## config.mk

```make
export PLATFORM = sky130hd
export DESIGN_NAME = circle_rasterizer_top
export DESIGN_NICKNAME = d
export VERILOG_FILES = /design/src/rtl/core/cr_pkg.sv /design/src/rtl/core/cr_regs.sv /design/src/rtl/core/cr_sqrt.sv /design/src/rtl/core/cr_pixel.sv /design/src/rtl/core/circle_rasterizer_top.sv
export VERILOG_INCLUDE_DIRS = /design/src /design/src/rtl/core
export SDC_FILE = /design/constraint.sdc
export NUM_CORES = 1
export LEC_CHECK = 0
export BUFFER_PORTS_ARGS = -buffer_cell sky130_fd_sc_hd__buf_2
export CAP_MARGIN = 30
export CORE_UTILIZATION = 35
export CTS_CLUSTER_DIAMETER = 150
export DETAILED_ROUTE_END_ITERATION = 8
export HOLD_SLACK_MARGIN = 0.1
export PLACE_DENSITY_LB_ADDON = 0.12
export SETUP_SLACK_MARGIN = 0.15
export SYNTH_ARGS = -nofsm -noshare
export SYNTH_HDL_FRONTEND = slang
export SYNTH_SLANG_ARGS = --single-unit
```

## constraint.sdc

```tcl
create_clock -name clk -period 11.7 [get_ports clk]
set_input_delay 2.34 -clock clk [delete_from_list [all_inputs] [get_ports clk]]
set_output_delay 2.34 -clock clk [all_outputs]
set_load 0.05 [all_outputs]
```

## src/rtl/core/circle_rasterizer_top_defines.svh

```systemverilog
// ----------------------------------------------------------------------------
// circle rasterizer assertion macros
// shared concurrent assertion forms, sampled on clk and disabled in reset
// ----------------------------------------------------------------------------
`ifndef CIRCLE_RASTERIZER_TOP_DEFINES_SVH
`define CIRCLE_RASTERIZER_TOP_DEFINES_SVH

// same-cycle implication
`define CR_ASSERT_SAME(label, ante, cons, msg) \
  label: assert property (@(posedge clk) disable iff (!rst_n) (ante) |-> (cons)) \
    else $error(msg);

// next-cycle implication
`define CR_ASSERT_NEXT(label, ante, cons, msg) \
  label: assert property (@(posedge clk) disable iff (!rst_n) (ante) |=> (cons)) \
    else $error(msg);

`endif

```

## src/rtl/core/cr_pkg.sv

```systemverilog
// ----------------------------------------------------------------------------
// cr_pkg
// widths, register codes, types and helpers of the circle rasterizer
// ----------------------------------------------------------------------------
`default_nettype none

package cr_pkg;

  localparam int COORD_BITS  = 12;
  localparam int CFG_COORD_W = 12;
  localparam int STEP_BITS   = COORD_BITS + 1;
  localparam int DEC_BITS    = COORD_BITS + 6;
  localparam int PIX_BITS    = 15;
  localparam int COLOR_BITS  = 24;
  localparam int ARITH_W     = (STEP_BITS > PIX_BITS) ? STEP_BITS : PIX_BITS;

  // squared distance and root widths
  localparam int SQ_W     = 2 * COORD_BITS + 1;
  localparam int ROOT_W   = COORD_BITS + 1;
  localparam int ROOT_T_W = 2 * ROOT_W;
  localparam int CNT_W    = $clog2(ROOT_W + 1);

  // bresenham constants
  localparam int DEC_INIT    = 3;
  localparam int DEC_INC_NEG = 6;
  localparam int DEC_INC_POS = 10;

  localparam logic [COLOR_BITS-1:0] COLOR_RESET = 24'hFF0000;

  localparam int APB_DATA_W = 32;
  localparam int APB_ADDR_W = 5;

  typedef enum logic [2:0] {
    REG_CENTER_X   = 3'd0,
    REG_CENTER_Y   = 3'd1,
    REG_RIM_X      = 3'd2,
    REG_RIM_Y      = 3'd3,
    REG_DRAW_COLOR = 3'd4
  } cr_reg_idx_t;

  typedef enum logic [1:0] {
    ST_IDLE,
    ST_SQX,
    ST_SQY,
    ST_ROOT
  } cr_state_t;

  typedef struct packed {
    logic [CFG_COORD_W-1:0] center_x;
    logic [CFG_COORD_W-1:0] center_y;
    logic [CFG_COORD_W-1:0] rim_x;
    logic [CFG_COORD_W-1:0] rim_y;
    logic [COLOR_BITS-1:0]  draw_color;
  } cr_cfg_t;

  typedef struct packed {
    logic load;
    logic advance;
  } cr_pix_ctrl_t;

  typedef struct packed {
    logic                valid;
    logic                last;
    logic [PIX_BITS-1:0] px;
    logic [PIX_BITS-1:0] py;
  } cr_pix_out_t;

  // register coordinate to the working coordinate width
  function automatic logic [COORD_BITS-1:0] coord_of(input logic [CFG_COORD_W-1:0] v);
    logic [CFG_COORD_W+COORD_BITS-1:0] ext;
    ext = {{COORD_BITS{1'b0}}, v};
    return ext[COORD_BITS-1:0];
  endfunction

endpackage

`default_nettype wire

```

## src/rtl/core/cr_regs.sv

```systemverilog
// ----------------------------------------------------------------------------
// cr_regs
// apb configuration registers: center, rim point and draw color
// ----------------------------------------------------------------------------
`default_nettype none

module cr_regs (
  input  wire logic                          clk,
  input  wire logic                          rst_n,
  input  wire logic                          psel,
  input  wire logic                          penable,
  input  wire logic                          pwrite,
  input  wire logic [cr_pkg::APB_ADDR_W-1:0] paddr,
  input  wire logic [cr_pkg::APB_DATA_W-1:0] pwdata,
  output logic      [cr_pkg::APB_DATA_W-1:0] prdata,
  output logic                               pready,
  output cr_pkg::cr_cfg_t                    cfg
);
  import cr_pkg::*;

  cr_cfg_t     cfg_r;
  cr_reg_idx_t idx;
  logic        wr_en;

  assign idx    = cr_reg_idx_t'(paddr[APB_ADDR_W-1:2]);
  assign wr_en  = psel & penable & pwrite;
  assign pready = 1'b1;
  assign cfg    = cfg_r;

  always_ff @(posedge clk) begin
    if (!rst_n) begin
      cfg_r.center_x   <= '0;
      cfg_r.center_y   <= '0;
      cfg_r.rim_x      <= '0;
      cfg_r.rim_y      <= '0;
      cfg_r.draw_color <= COLOR_RESET;
    end else if (wr_en) begin
      unique case (idx)
        REG_CENTER_X:   cfg_r.center_x   <= pwdata[CFG_COORD_W-1:0];
        REG_CENTER_Y:   cfg_r.center_y   <= pwdata[CFG_COORD_W-1:0];
        REG_RIM_X:      cfg_r.rim_x      <= pwdata[CFG_COORD_W-1:0];
        REG_RIM_Y:      cfg_r.rim_y      <= pwdata[CFG_COORD_W-1:0];
        REG_DRAW_COLOR: cfg_r.draw_color <= pwdata[COLOR_BITS-1:0];
        default: ;
      endcase
    end
  end

  always_comb begin
    prdata = '0;
    unique case (idx)
      REG_CENTER_X:   prdata = APB_DATA_W'(cfg_r.center_x);
      REG_CENTER_Y:   prdata = APB_DATA_W'(cfg_r.center_y);
      REG_RIM_X:      prdata = APB_DATA_W'(cfg_r.rim_x);
      REG_RIM_Y:      prdata = APB_DATA_W'(cfg_r.rim_y);
      REG_DRAW_COLOR: prdata = APB_DATA_W'(cfg_r.draw_color);
      default:        prdata = '0;
    endcase
  end

endmodule

`default_nettype wire

```

## src/rtl/core/cr_sqrt.sv

```systemverilog
// ----------------------------------------------------------------------------
// cr_sqrt
// iterative integer square root, one result bit per cycle
// ----------------------------------------------------------------------------
`default_nettype none

module cr_sqrt (
  input  wire logic                      clk,
  input  wire logic                      rst_n,
  input  wire logic                      start,
  input  wire logic [cr_pkg::SQ_W-1:0]   radicand,
  output logic      [cr_pkg::ROOT_W-1:0] root,
  output logic                           done
);
  import cr_pkg::*;

  logic [SQ_W-1:0]     rem_r, rem_nxt;
  logic [ROOT_T_W-1:0] res_r, res_nxt;
  logic [ROOT_T_W-1:0] bit_r, bit_nxt;
  logic [CNT_W-1:0]    cnt_r, cnt_nxt;
  logic                busy_r, busy_nxt;
  logic                done_r, done_nxt;
  logic [ROOT_T_W-1:0] trial;

  assign trial = res_r + bit_r;
  assign root  = res_r[ROOT_W-1:0];
  assign done  = done_r;

  always_comb begin
    rem_nxt  = rem_r;
    res_nxt  = res_r;
    bit_nxt  = bit_r;
    cnt_nxt  = cnt_r;
    busy_nxt = busy_r;
    done_nxt = 1'b0;
    if (start) begin
      rem_nxt  = radicand;
      res_nxt  = '0;
      bit_nxt  = ROOT_T_W'(1) << (ROOT_T_W - 2);
      cnt_nxt  = CNT_W'(ROOT_W);
      busy_nxt = 1'b1;
    end else if (busy_r) begin
      if (ROOT_T_W'(rem_r) >= trial) begin
        rem_nxt = rem_r - trial[SQ_W-1:0];
        res_nxt = (res_r >> 1) + bit_r;
      end else begin
        res_nxt = res_r >> 1;
      end
      bit_nxt = bit_r >> 2;
      cnt_nxt = cnt_r - CNT_W'(1);
      if (cnt_r == CNT_W'(1)) begin
        busy_nxt = 1'b0;
        done_nxt = 1'b1;
      end
    end
  end

  always_ff @(posedge clk) begin
    if (!rst_n) begin
      busy_r <= 1'b0;
      done_r <= 1'b0;
      cnt_r  <= '0;
    end else begin
      busy_r <= busy_nxt;
      done_r <= done_nxt;
      cnt_r  <= cnt_nxt;
    end
  end

  always_ff @(posedge clk) begin
    rem_r <= rem_nxt;
    res_r <= res_nxt;
    bit_r <= bit_nxt;
  end

endmodule

`default_nettype wire

```

## src/rtl/core/cr_pixel.sv

```systemverilog
// ----------------------------------------------------------------------------
// cr_pixel
// bresenham step state and eight-way octant mirroring of the current point
// ----------------------------------------------------------------------------
`default_nettype none

module cr_pixel (
  input  wire logic                          clk,
  input  wire logic                          rst_n,
  input  wire cr_pkg::cr_pix_ctrl_t          ctrl,
  input  wire logic [cr_pkg::ROOT_W-1:0]     root,
  input  wire logic [cr_pkg::COORD_BITS-1:0] cx,
  input  wire logic [cr_pkg::COORD_BITS-1:0] cy,
  output cr_pkg::cr_pix_out_t                pix
);
  import cr_pkg::*;

  logic [STEP_BITS-1:0] step_x_r, step_x_nxt;
  logic [STEP_BITS-1:0] step_y_r, step_y_nxt;
  logic [DEC_BITS-1:0]  dec_r, dec_nxt;
  logic [2:0]           oct_r, oct_nxt;
  logic                 drawing_r, drawing_nxt;

  logic [STEP_BITS-1:0] root_s;
  logic [STEP_BITS-1:0] vx, vy;
  logic [2:0]           voct;
  logic [ARITH_W-1:0]   ax, ay, acx, acy, sx, sy;
  logic [DEC_BITS-1:0]  xd, yd, dec_upd;
  logic signed [STEP_BITS+1:0] x_new, y_new;
  logic                 dec_neg, last_c, emit;

  assign root_s = STEP_BITS'(root);

  // during a load the view is the fresh point x=0, y=r
  assign vx   = ctrl.load ? '0 : step_x_r;
  assign vy   = ctrl.load ? root_s : step_y_r;
  assign voct = ctrl.load ? 3'd0 : oct_r;

  assign ax  = ARITH_W'(vx);
  assign ay  = ARITH_W'(vy);
  assign acx = ARITH_W'(cx);
  assign acy = ARITH_W'(cy);

  always_comb begin
    sx = acx + ax;
    sy = acy + ay;
    unique case (voct)
      3'd0: begin sx = acx + ax; sy = acy + ay; end
      3'd1: begin sx = acx - ax; sy = acy + ay; end
      3'd2: begin sx = acx + ax; sy = acy - ay; end
      3'd3: begin sx = acx - ax; sy = acy - ay; end
      3'd4: begin sx = acx + ay; sy = acy + ax; end
      3'd5: begin sx = acx - ay; sy = acy + ax; end
      3'd6: begin sx = acx + ay; sy = acy - ax; end
      3'd7: begin sx = acx - ay; sy = acy - ax; end
      default: ;
    endcase
  end

  // step to the next point, using x from before the increment
  assign dec_neg = dec_r[DEC_BITS-1];
  assign xd      = DEC_BITS'(step_x_r);
  assign yd      = DEC_BITS'(step_y_r);
  assign dec_upd = dec_neg ? dec_r + (xd << 2) + DEC_BITS'(DEC_INC_NEG)
                           : dec_r + ((xd - yd) << 2) + DEC_BITS'(DEC_INC_POS);
  assign x_new   = $signed({2'b00, step_x_r}) + (STEP_BITS+2)'(1);
  assign y_new   = dec_neg ? $signed({2'b00, step_y_r})
                           : $signed({2'b00, step_y_r}) - (STEP_BITS+2)'(1);
  assign last_c  = x_new > y_new;

  assign emit = ctrl.load | (ctrl.advance & drawing_r);

  always_comb begin
    pix.valid = emit;
    pix.last  = emit & ~ctrl.load & (oct_r == 3'd7) & last_c;
    pix.px    = emit ? sx[PIX_BITS-1:0] : '0;
    pix.py    = emit ? sy[PIX_BITS-1:0] : '0;
  end

  always_comb begin
    step_x_nxt  = step_x_r;
    step_y_nxt  = step_y_r;
    dec_nxt     = dec_r;
    oct_nxt     = oct_r;
    drawing_nxt = drawing_r;
    if (ctrl.load) begin
      step_x_nxt  = '0;
      step_y_nxt  = root_s;
      dec_nxt     = DEC_BITS'(DEC_INIT) - (DEC_BITS'(root_s) << 1);
      oct_nxt     = 3'd1;
      drawing_nxt = 1'b1;
    end else if (ctrl.advance && drawing_r) begin
      if (oct_r != 3'd7) begin
        oct_nxt = oct_r + 3'd1;
      end else begin
        step_x_nxt  = x_new[STEP_BITS-1:0];
        step_y_nxt  = y_new[STEP_BITS-1:0];
        dec_nxt     = dec_upd;
        oct_nxt     = 3'd0;
        drawing_nxt = ~last_c;
      end
    end
  end

  always_ff @(posedge clk) begin
    if (!rst_n) begin
      step_x_r  <= '0;
      step_y_r  <= '0;
      dec_r     <= '0;
      oct_r     <= '0;
      drawing_r <= 1'b0;
    end else begin
      step_x_r  <= step_x_nxt;
      step_y_r  <= step_y_nxt;
      dec_r     <= dec_nxt;
      oct_r     <= oct_nxt;
      drawing_r <= drawing_nxt;
    end
  end

endmodule

`default_nettype wire

```

## src/rtl/core/circle_rasterizer_top.sv

```systemverilog
// ----------------------------------------------------------------------------
// circle_rasterizer_top
// bresenham circle generator with apb configuration, one pixel per transaction
// ----------------------------------------------------------------------------
// usage:
//   configure center, rim point and color over the apb port while idle.
//   each input transaction carries restart. restart=1 squares dx and dy on
//   one shared multiplier, then runs the iterative root unit, one root bit
//   per cycle, and emits the first pixel into the output register; in_ready
//   stays low meanwhile.
//   restart=0 emits the next mirrored pixel in the cycle after acceptance,
//   so pixels stream at one per cycle while out_ready stays high; after the
//   last pixel (last_pixel=1) results carry pixel_valid=0 until the next restart.
//   the result sits in an output register; a new transaction is taken in the
//   same cycle that the pending result is taken. while out_ready is low and
//   a result is pending, in_ready is low.
//   reset (synchronous, rst_n low) clears the sequencer, drops any circle and
//   loads register defaults; no clearing pass is needed.
// ----------------------------------------------------------------------------
`default_nettype none
`include "circle_rasterizer_top_defines.svh"

module circle_rasterizer_top (
  input  wire logic                                clk,
  input  wire logic                                rst_n,
  input  wire logic                                in_valid,
  output logic                                     in_ready,
  input  wire logic                                in_restart,
  output logic                                     out_valid,
  input  wire logic                                out_ready,
  output logic signed [cr_pkg::PIX_BITS-1:0]       out_pixel_x,
  output logic signed [cr_pkg::PIX_BITS-1:0]       out_pixel_y,
  output logic        [cr_pkg::COLOR_BITS-1:0]     out_pixel_color,
  output logic                                     out_pixel_valid,
  output logic                                     out_last_pixel,
  input  wire logic                                psel,
  input  wire logic                                penable,
  input  wire logic                                pwrite,
  input  wire logic   [cr_pkg::APB_ADDR_W-1:0]     paddr,
  input  wire logic   [cr_pkg::APB_DATA_W-1:0]     pwdata,
  output logic        [cr_pkg::APB_DATA_W-1:0]     prdata,
  output logic                                     pready
);
  import cr_pkg::*;

  cr_cfg_t      cfg;
  cr_state_t    state_r, state_nxt;
  cr_pix_ctrl_t pctrl;
  cr_pix_out_t  pix;

  logic [COORD_BITS-1:0]   cx, cy, rx, ry, mag_x, mag_y, mul_op;
  logic signed [COORD_BITS:0] dx, dy;
  logic [2*COORD_BITS-1:0] prod;
  logic [SQ_W-1:0]         acc_r, acc_nxt;
  logic [ROOT_W-1:0]       root;
  logic                    root_done, root_start;
  logic                    in_acc, out_load;

  logic                    out_valid_r, out_valid_nxt;
  logic [PIX_BITS-1:0]     out_px_r, out_py_r;
  logic [COLOR_BITS-1:0]   out_color_r;
  logic                    out_pvalid_r, out_last_r;

  cr_regs u_regs (
    .clk     (clk),
    .rst_n   (rst_n),
    .psel    (psel),
    .penable (penable),
    .pwrite  (pwrite),
    .paddr   (paddr),
    .pwdata  (pwdata),
    .prdata  (prdata),
    .pready  (pready),
    .cfg     (cfg)
  );

  assign cx = coord_of(cfg.center_x);
  assign cy = coord_of(cfg.center_y);
  assign rx = coord_of(cfg.rim_x);
  assign ry = coord_of(cfg.rim_y);

  assign dx    = $signed({1'b0, cx}) - $signed({1'b0, rx});
  assign dy    = $signed({1'b0, cy}) - $signed({1'b0, ry});
  assign mag_x = COORD_BITS'(dx[COORD_BITS] ? -dx : dx);
  assign mag_y = COORD_BITS'(dy[COORD_BITS] ? -dy : dy);

  // one multiplier squares dx then dy
  assign mul_op  = (state_r == ST_SQY) ? mag_y : mag_x;
  assign prod    = mul_op * mul_op;
  assign acc_nxt = (state_r == ST_SQY) ? acc_r + SQ_W'(prod) : SQ_W'(prod);

  always_ff @(posedge clk) begin
    acc_r <= acc_nxt;
  end

  assign root_start = (state_r == ST_SQY);

  cr_sqrt u_sqrt (
    .clk      (clk),
    .rst_n    (rst_n),
    .start    (root_start),
    .radicand (acc_nxt),
    .root     (root),
    .done     (root_done)
  );

  cr_pixel u_pixel (
    .clk   (clk),
    .rst_n (rst_n),
    .ctrl  (pctrl),
    .root  (root),
    .cx    (cx),
    .cy    (cy),
    .pix   (pix)
  );

  assign in_ready = (state_r == ST_IDLE) && (!out_valid_r || out_ready);
  assign in_acc   = in_valid && in_ready;

  always_comb begin
    state_nxt     = state_r;
    pctrl.load    = 1'b0;
    pctrl.advance = 1'b0;
    unique case (state_r)
      ST_IDLE: begin
        if (in_acc) begin
          if (in_restart) begin
            state_nxt = ST_SQX;
          end else begin
            pctrl.advance = 1'b1;
          end
        end
      end
      ST_SQX:  state_nxt = ST_SQY;
      ST_SQY:  state_nxt = ST_ROOT;
      ST_ROOT: begin
        if (root_done) begin
          pctrl.load = 1'b1;
          state_nxt  = ST_IDLE;
        end
      end
      default: state_nxt = ST_IDLE;
    endcase
  end

  always_ff @(posedge clk) begin
    if (!rst_n) begin
      state_r <= ST_IDLE;
    end else begin
      state_r <= state_nxt;
    end
  end

  // output register
  assign out_load      = pctrl.load | pctrl.advance;
  assign out_valid_nxt = out_load ? 1'b1 : (out_ready ? 1'b0 : out_valid_r);

  always_ff @(posedge clk) begin
    if (!rst_n) begin
      out_valid_r <= 1'b0;
    end else begin
      out_valid_r <= out_valid_nxt;
    end
  end

  always_ff @(posedge clk) begin
    if (out_load) begin
      out_px_r     <= pix.px;
      out_py_r     <= pix.py;
      out_color_r  <= pix.valid ? cfg.draw_color : '0;
      out_pvalid_r <= pix.valid;
      out_last_r   <= pix.last;
    end
  end

  assign out_valid       = out_valid_r;
  assign out_pixel_x     = $signed(out_px_r);
  assign out_pixel_y     = $signed(out_py_r);
  assign out_pixel_color = out_color_r;
  assign out_pixel_valid = out_pvalid_r;
  assign out_last_pixel  = out_last_r;

  `CR_ASSERT_SAME(a_busy_not_ready, state_r != ST_IDLE, !in_ready, "ready while computing radius")
  `CR_ASSERT_NEXT(a_restart_starts, in_acc && in_restart, state_r == ST_SQX,
                  "restart did not start the squaring")
  `CR_ASSERT_SAME(a_load_slot_free, state_r == ST_ROOT && root_done, !out_valid_r,
                  "first pixel would overwrite a pending transaction")
  `CR_ASSERT_NEXT(a_load_emits, state_r == ST_ROOT && root_done,
                  state_r == ST_IDLE && out_valid_r && out_pvalid_r && !out_last_r,
                  "first pixel of a circle not presented")

endmodule

`default_nettype wire

```

Word-level counts from Yosys, hierarchy flattened

Cells that the tools add are included.

$add $sub $neg: 26
Multipliers: 1
Magnitude comparators: 2
Eq/ne operators: 21
Multiplexer cells: 45
Bitwise logic cells: 13
Reductions and logical operators: 32

Operator list:

| cell                    | count |
|---|---|
| $pmux W15 S4            | 2 |
| $pmux W24 S5            | 1 |
| $mux W25                | 4 |
| $mux W18                | 4 |
| $mux W13                | 5 |
| $add A12 B13 Y14        | 4 |
| $sub A12 B13 Y14        | 4 |
| $mux W12                | 3 |
| $add A25 B25 Y26        | 1 |
| $add A26 B25 Y26        | 1 |
| $ge A25 B26 Y1          | 1 |
| $mux W26                | 1 |
| $sub A12 B12 Y13        | 2 |
| $add A25 B24 Y25        | 1 |
| $sub A25 B25 Y25        | 1 |
| $mul A12 B12 Y24        | 1 |
| $neg A12 Y12            | 2 |
| $reduce_or A2 Y1        | 10 |
| $add A18 B15 Y18        | 1 |
| $add A18 B18 Y18        | 1 |
| $add A18 B3 Y18 const B | 1 |
| $add A18 B4 Y18 const B | 1 |
| $eq A3 B3 Y1 const B    | 6 |
| $mux W1                 | 16 |
| 32 further kinds        | 66 |

Flip-flop bits (word level): 274
Bits of input ports: 45
Output and inout bits: 91
Logic and storage cells: 166

Longest topological paths before layout

Depth in word-level cells: 11
Depth in mapped cells: 44

By module

From an unflattened synthesis, not the netlist that was laid out.

Cells, all modules: 3377
Area, all modules: 28225.8 µm²

Modules (own cells, without submodules):

| module                | instances | cells each | area each (µm²) |
|---|---|---|---|
| circle_rasterizer_top | 1         | 1057       | 9698.1 |
| cr_pixel              | 1         | 1301       | 9495.4 |
| cr_sqrt               | 1         | 671        | 5689.2 |
| cr_regs               | 1         | 348        | 3343.2 |

Worst setup path after synthesis

No wires, ideal clock.

Kind: reg-to-reg
From: register u_regs.cfg_r, in the netlist u_regs.cfg[48]
To: register u_sqrt.rem_r[23], data pin
Library setup time: 0.268 ns
Arrival: 9.106 ns
Setup slack: 2.326 ns
Cell stages (with the launch flop): 41
Clock period less this slack: 9.374 ns
Cells stage by stage: dfxtp_1 -> inv_1 -> ha_1 -> inv_1 -> fa_1 -> a21oi_2 -> nor3_1 -> or3_4 -> or2_1 -> or3_4 -> o31ai_1 -> xor2_1 -> mux2_2 -> buf_4 -> or2_2 -> fa_1 -> fa_1 -> fa_1 -> [... 5 more ...] -> ha_1 -> and2_1 -> a31oi_1 -> inv_1 -> a21o_1 -> o21ai_0 -> o21bai_1 -> a21o_1 -> xor2_1 -> ha_1 -> nor2b_1 -> o21ai_0 -> o21ai_0 -> o41ai_1 -> o21ai_0 -> xor2_1 -> nand2_1 -> o21ai_0

Cells in the longest elaborated chain, start to end: 8

Ends and longest elaborated chain:

| item                   | RTL line                    | RTL |
|---|---|---|
| from (decl)            | cr_regs.sv:21               | `cr_cfg_t cfg_r;` |
| $sub A12 B12 Y13 (*)   | circle_rasterizer_top.sv:83 | `assign dy = $signed({1'b0, cy}) - $signed({1'b0, ry});` |
| $neg A12 Y12           | circle_rasterizer_top.sv:85 | `assign mag_y = COORD_BITS'(dy[COORD_BITS] ? -dy : dy);` |
| $mux W12 (*)           | circle_rasterizer_top.sv:85 |  |
| $mux W12 (*)           | circle_rasterizer_top.sv:88 | `assign mul_op = (state_r == ST_SQY) ? mag_y : mag_x;` |
| $mul A12 B12 Y24 (*)   | circle_rasterizer_top.sv:89 | `assign prod = mul_op * mul_op;` |
| $add A25 B24 Y25       | circle_rasterizer_top.sv:90 | `assign acc_nxt = (state_r == ST_SQY) ? acc_r + SQ_W'(prod) : SQ_W'(prod);` |
| $mux W25 (*)           | circle_rasterizer_top.sv:90 |  |
| $mux W25 (*)           | cr_sqrt.sv:36               | `if (start) begin` |
| via u_sqrt.rem_nxt[23] | cr_sqrt.sv:17               | `logic [SQ_W-1:0] rem_r, rem_nxt;` |
| to (signal assigned)   | cr_sqrt.sv:71               | `rem_r <= rem_nxt;` |
| to (decl)              | cr_sqrt.sv:17               |  |

The timed path passes the listed nets; every way through them passes the cells marked *.
A chain may end at the register's enable or synchronous reset.

Final worst setup path

Ends and elaborated chain as after synthesis.

==> impl_metrics.toml <==
[clock_network]
cts_tree = "built"
cts_root_buf = "clkbuf_16"
cts_setup_buffers = 0
cts.sinks = 273
h-tree-depth = 2
path_clk_slew_ns = 0.06
cts_resized = 0
ctsHoldBuffers = 0
clk_path_buf_depth = 3
cts_buffers = 36
clock_latency_ns = 0.56

[timing]
fmax_mhz = 94.1
tightest_slew_ns = 0.963
rsz0062_at_grt = "no"
setup_viol = 0
relSlewSlack_pct = 35.8
skew_ns = 0.0268
timing.final.crit_share_pct = 90.8
hold_violations = 0
final.setup.tns_ns = 0
period_minus_slack_ns = 10.63
slew_violations = 0

[pwr]
total_power_mw = 5.03
p_per_area_nw_per_um2 = 169
p_leak_nw = 13.3
ir_drop_mv = 0.187

[synth]
synth-xor-area-share_pct = 9.06
synth_compound_area_share_pct = 18.7
mappedNetlistArea_um2 = 27000
synth_edf_count = 81
synth_cells = 3288
ys_async_sr_fraction_pct = 0
synth_top_family_by_area = "adder cells"
synth.avg_cell_area_um2 = 8.20
synth-seq-area-share_pct = 23.3
synthDistinctLibCells = 84
synth_fa_ha_area_share_pct = 22.1
muxShareOfSynthArea_pct = 4.18
ys_ff_latch = 273
ys_warn_count = 0
synthFlopType = "dfxtp_1"
synth-simple-area-share_pct = 16.9

[cells_and_area]
diodes = 0
final_cell_mix = "nand2_1, ha_1, nor2_1"
drive_above_1_share_pct = 7.89
multi_input_area_um2 = 19200
finalNetCount = 3797
layout_commonest_cell = "nand2_1"
regArea_um2 = 6280
fill_cells = 7882
syn2layout_area_growth_pct = 10.1

[worst_setup_path]
startpoint_type = "register"
arrival_ns = 10.89
slowest_stage = "a21oi_1"
critPathMaxStageDelay_ns = 0.64
worstPathRequired_ns = 11.96
crit_type = "reg2reg"
crit_top_cell = "inv_1"
r2r_slack_ns = 1.07
worstSetupEndpointType = "register"
critical_path.max_fanout = 12

[die]
coreArea_um2 = 76100
die-area_um2 = 78200
initial_core_util_pct = 35.4
die_y_um = 280
die_w_um = 280
rows = 101
ios = 136

[drt]
routed_wirelength_um = 75800
firstDrtPassIters = 7
ant_nets = 0
drc = 0
via_count = 23000
post_drt_wl_per_cell_um = 17.3
vias_per_cell = 5.24
drt_iter0_drc = 1109

[grt]
grt_pass1_vias = 22700
grt_util_met2_pct = 33.5
track_usage_pct = 19.3
grt_pass1_wl_um = 122000
grt_start_max_net_pins = 90
met1_usage_pct = 24.9
grt_use_met3_pct = 2.25
antenna_found_initial = 1
grt-ovfl-total = 0
grt-busiest-layer = "met2"

[place]
place_congestion = 0.871
hpwlAfterDp_um = 58300
port_buffers = 116

[job]
drv_cap = 0

[worst_hold_path]
hp-class = "reg2reg"

[status]
run_status = "completed"
==> cell type report <==
cell class,count,area share (%)
sequential,273,21.1
clock buffer,51,3.36
multi-input combinational,2621,64.6
inverter,251,3.17
timing repair buffer,149,2.87
clock inverter,14,0.556
tap,1030,4.34
==> path summary, 6_finish.rpt <==
check / from / endpoint / cells past startpoint
worst max-delay path: u_regs.cfg[48] / u_sqrt.rem_r[23] / 40
worst min-delay path: u_regs.cfg[15] / u_regs.cfg[15] / 2
worst max register to register: u_regs.cfg[48] / u_sqrt.rem_r[23] / 40
worst min register to register: u_regs.cfg[15] / u_regs.cfg[15] / 2
==> metrics by stage <==
step | hold slack, ns | util [%] | instances | instance area [um^2] | setup slack, ns
after floorplan | 0.440 | - | 3295 | 27000 | 2.33
after global placement | 0.449 | 37.5 | 4322 | 28500 | 1.27
after detailed placement | 0.456 | 37.5 | 4323 | 28500 | 1.14
after CTS | 0.464 | 39.0 | 4388 | 29700 | 1.10
after global routing | 0.493 | 39.0 | 4389 | 29700 | 0.202
final | 0.462 | 39.0 | 4389 | 29700 | 1.07
==> where the power goes <==
part	internal (mW)	total (mW)	switching [mW]
clock	0.663	1.12	0.457
combinational	0.998	2.59	1.59
sequential	1.20	1.32	0.121
total	2.86	5.03	2.17
==> critical path: cells and delay by family (launching register included) <==
family	cells	cell delay [ns]
compound gates	17	3.97
fa+ha+maj	9	3.79
simple gates	4	0.86
buf+inv	7	0.77
xor+xnor	3	0.57
flops	1	0.35
==> logic make-up after synthesis <==
family	after synthesis
xor gates and xnor gates	279
DFF	273
and+or+nand+nor	999
other	2
muxes	111
AOI/OAI and AO/OA	803
adders and majority gates	420
buffers and inverters	401
==> registers in the layout, summed over array words and instances, names as in the netlist, 3 cells and up <==
signal            cells
u_regs.cfg           72
u_pixel.step_y_r     13
u_sqrt.bit_r         13
u_pixel.oct_r         3
out_pixel_y          15
u_pixel.dec_r        17
out_pixel_color      24
u_pixel.step_x_r     13
u_sqrt.cnt_r          4
out_pixel_x          15
u_sqrt.rem_r         25
u_sqrt.res_r         26
acc_r                25
==> cells in the mapped netlist (45+ instances only) <==
master    instances  area share [%]
o21ai_0         145             2.7
dfxtp_1         192              14
mux2i_1         101             3.7
nand3_1          49            0.91
nor3_1           60             1.1
a211oi_1         57             1.6
xnor2_1         165             5.4
a21o_1           73             2.0
a21oi_1         267             5.0
xor2_1          114             3.7
fa_1             93             6.9
edfxtp_1         81             9.0
clkbuf_1        109             1.5
nor2_1          316             4.4
a31oi_1          45             1.0
nand2_1         330             4.6
ha_1            327              15
inv_1           249             3.5
and2_1           48             1.1
==> layer usage <==
metal	up-vias	part of all wire, %
met5	-	0
met4	0	2.6
met3	111	3.4
met2	381	48
met1	11000	46
li1	11500	-
Note: power is estimated with default switching activity, not from simulation.
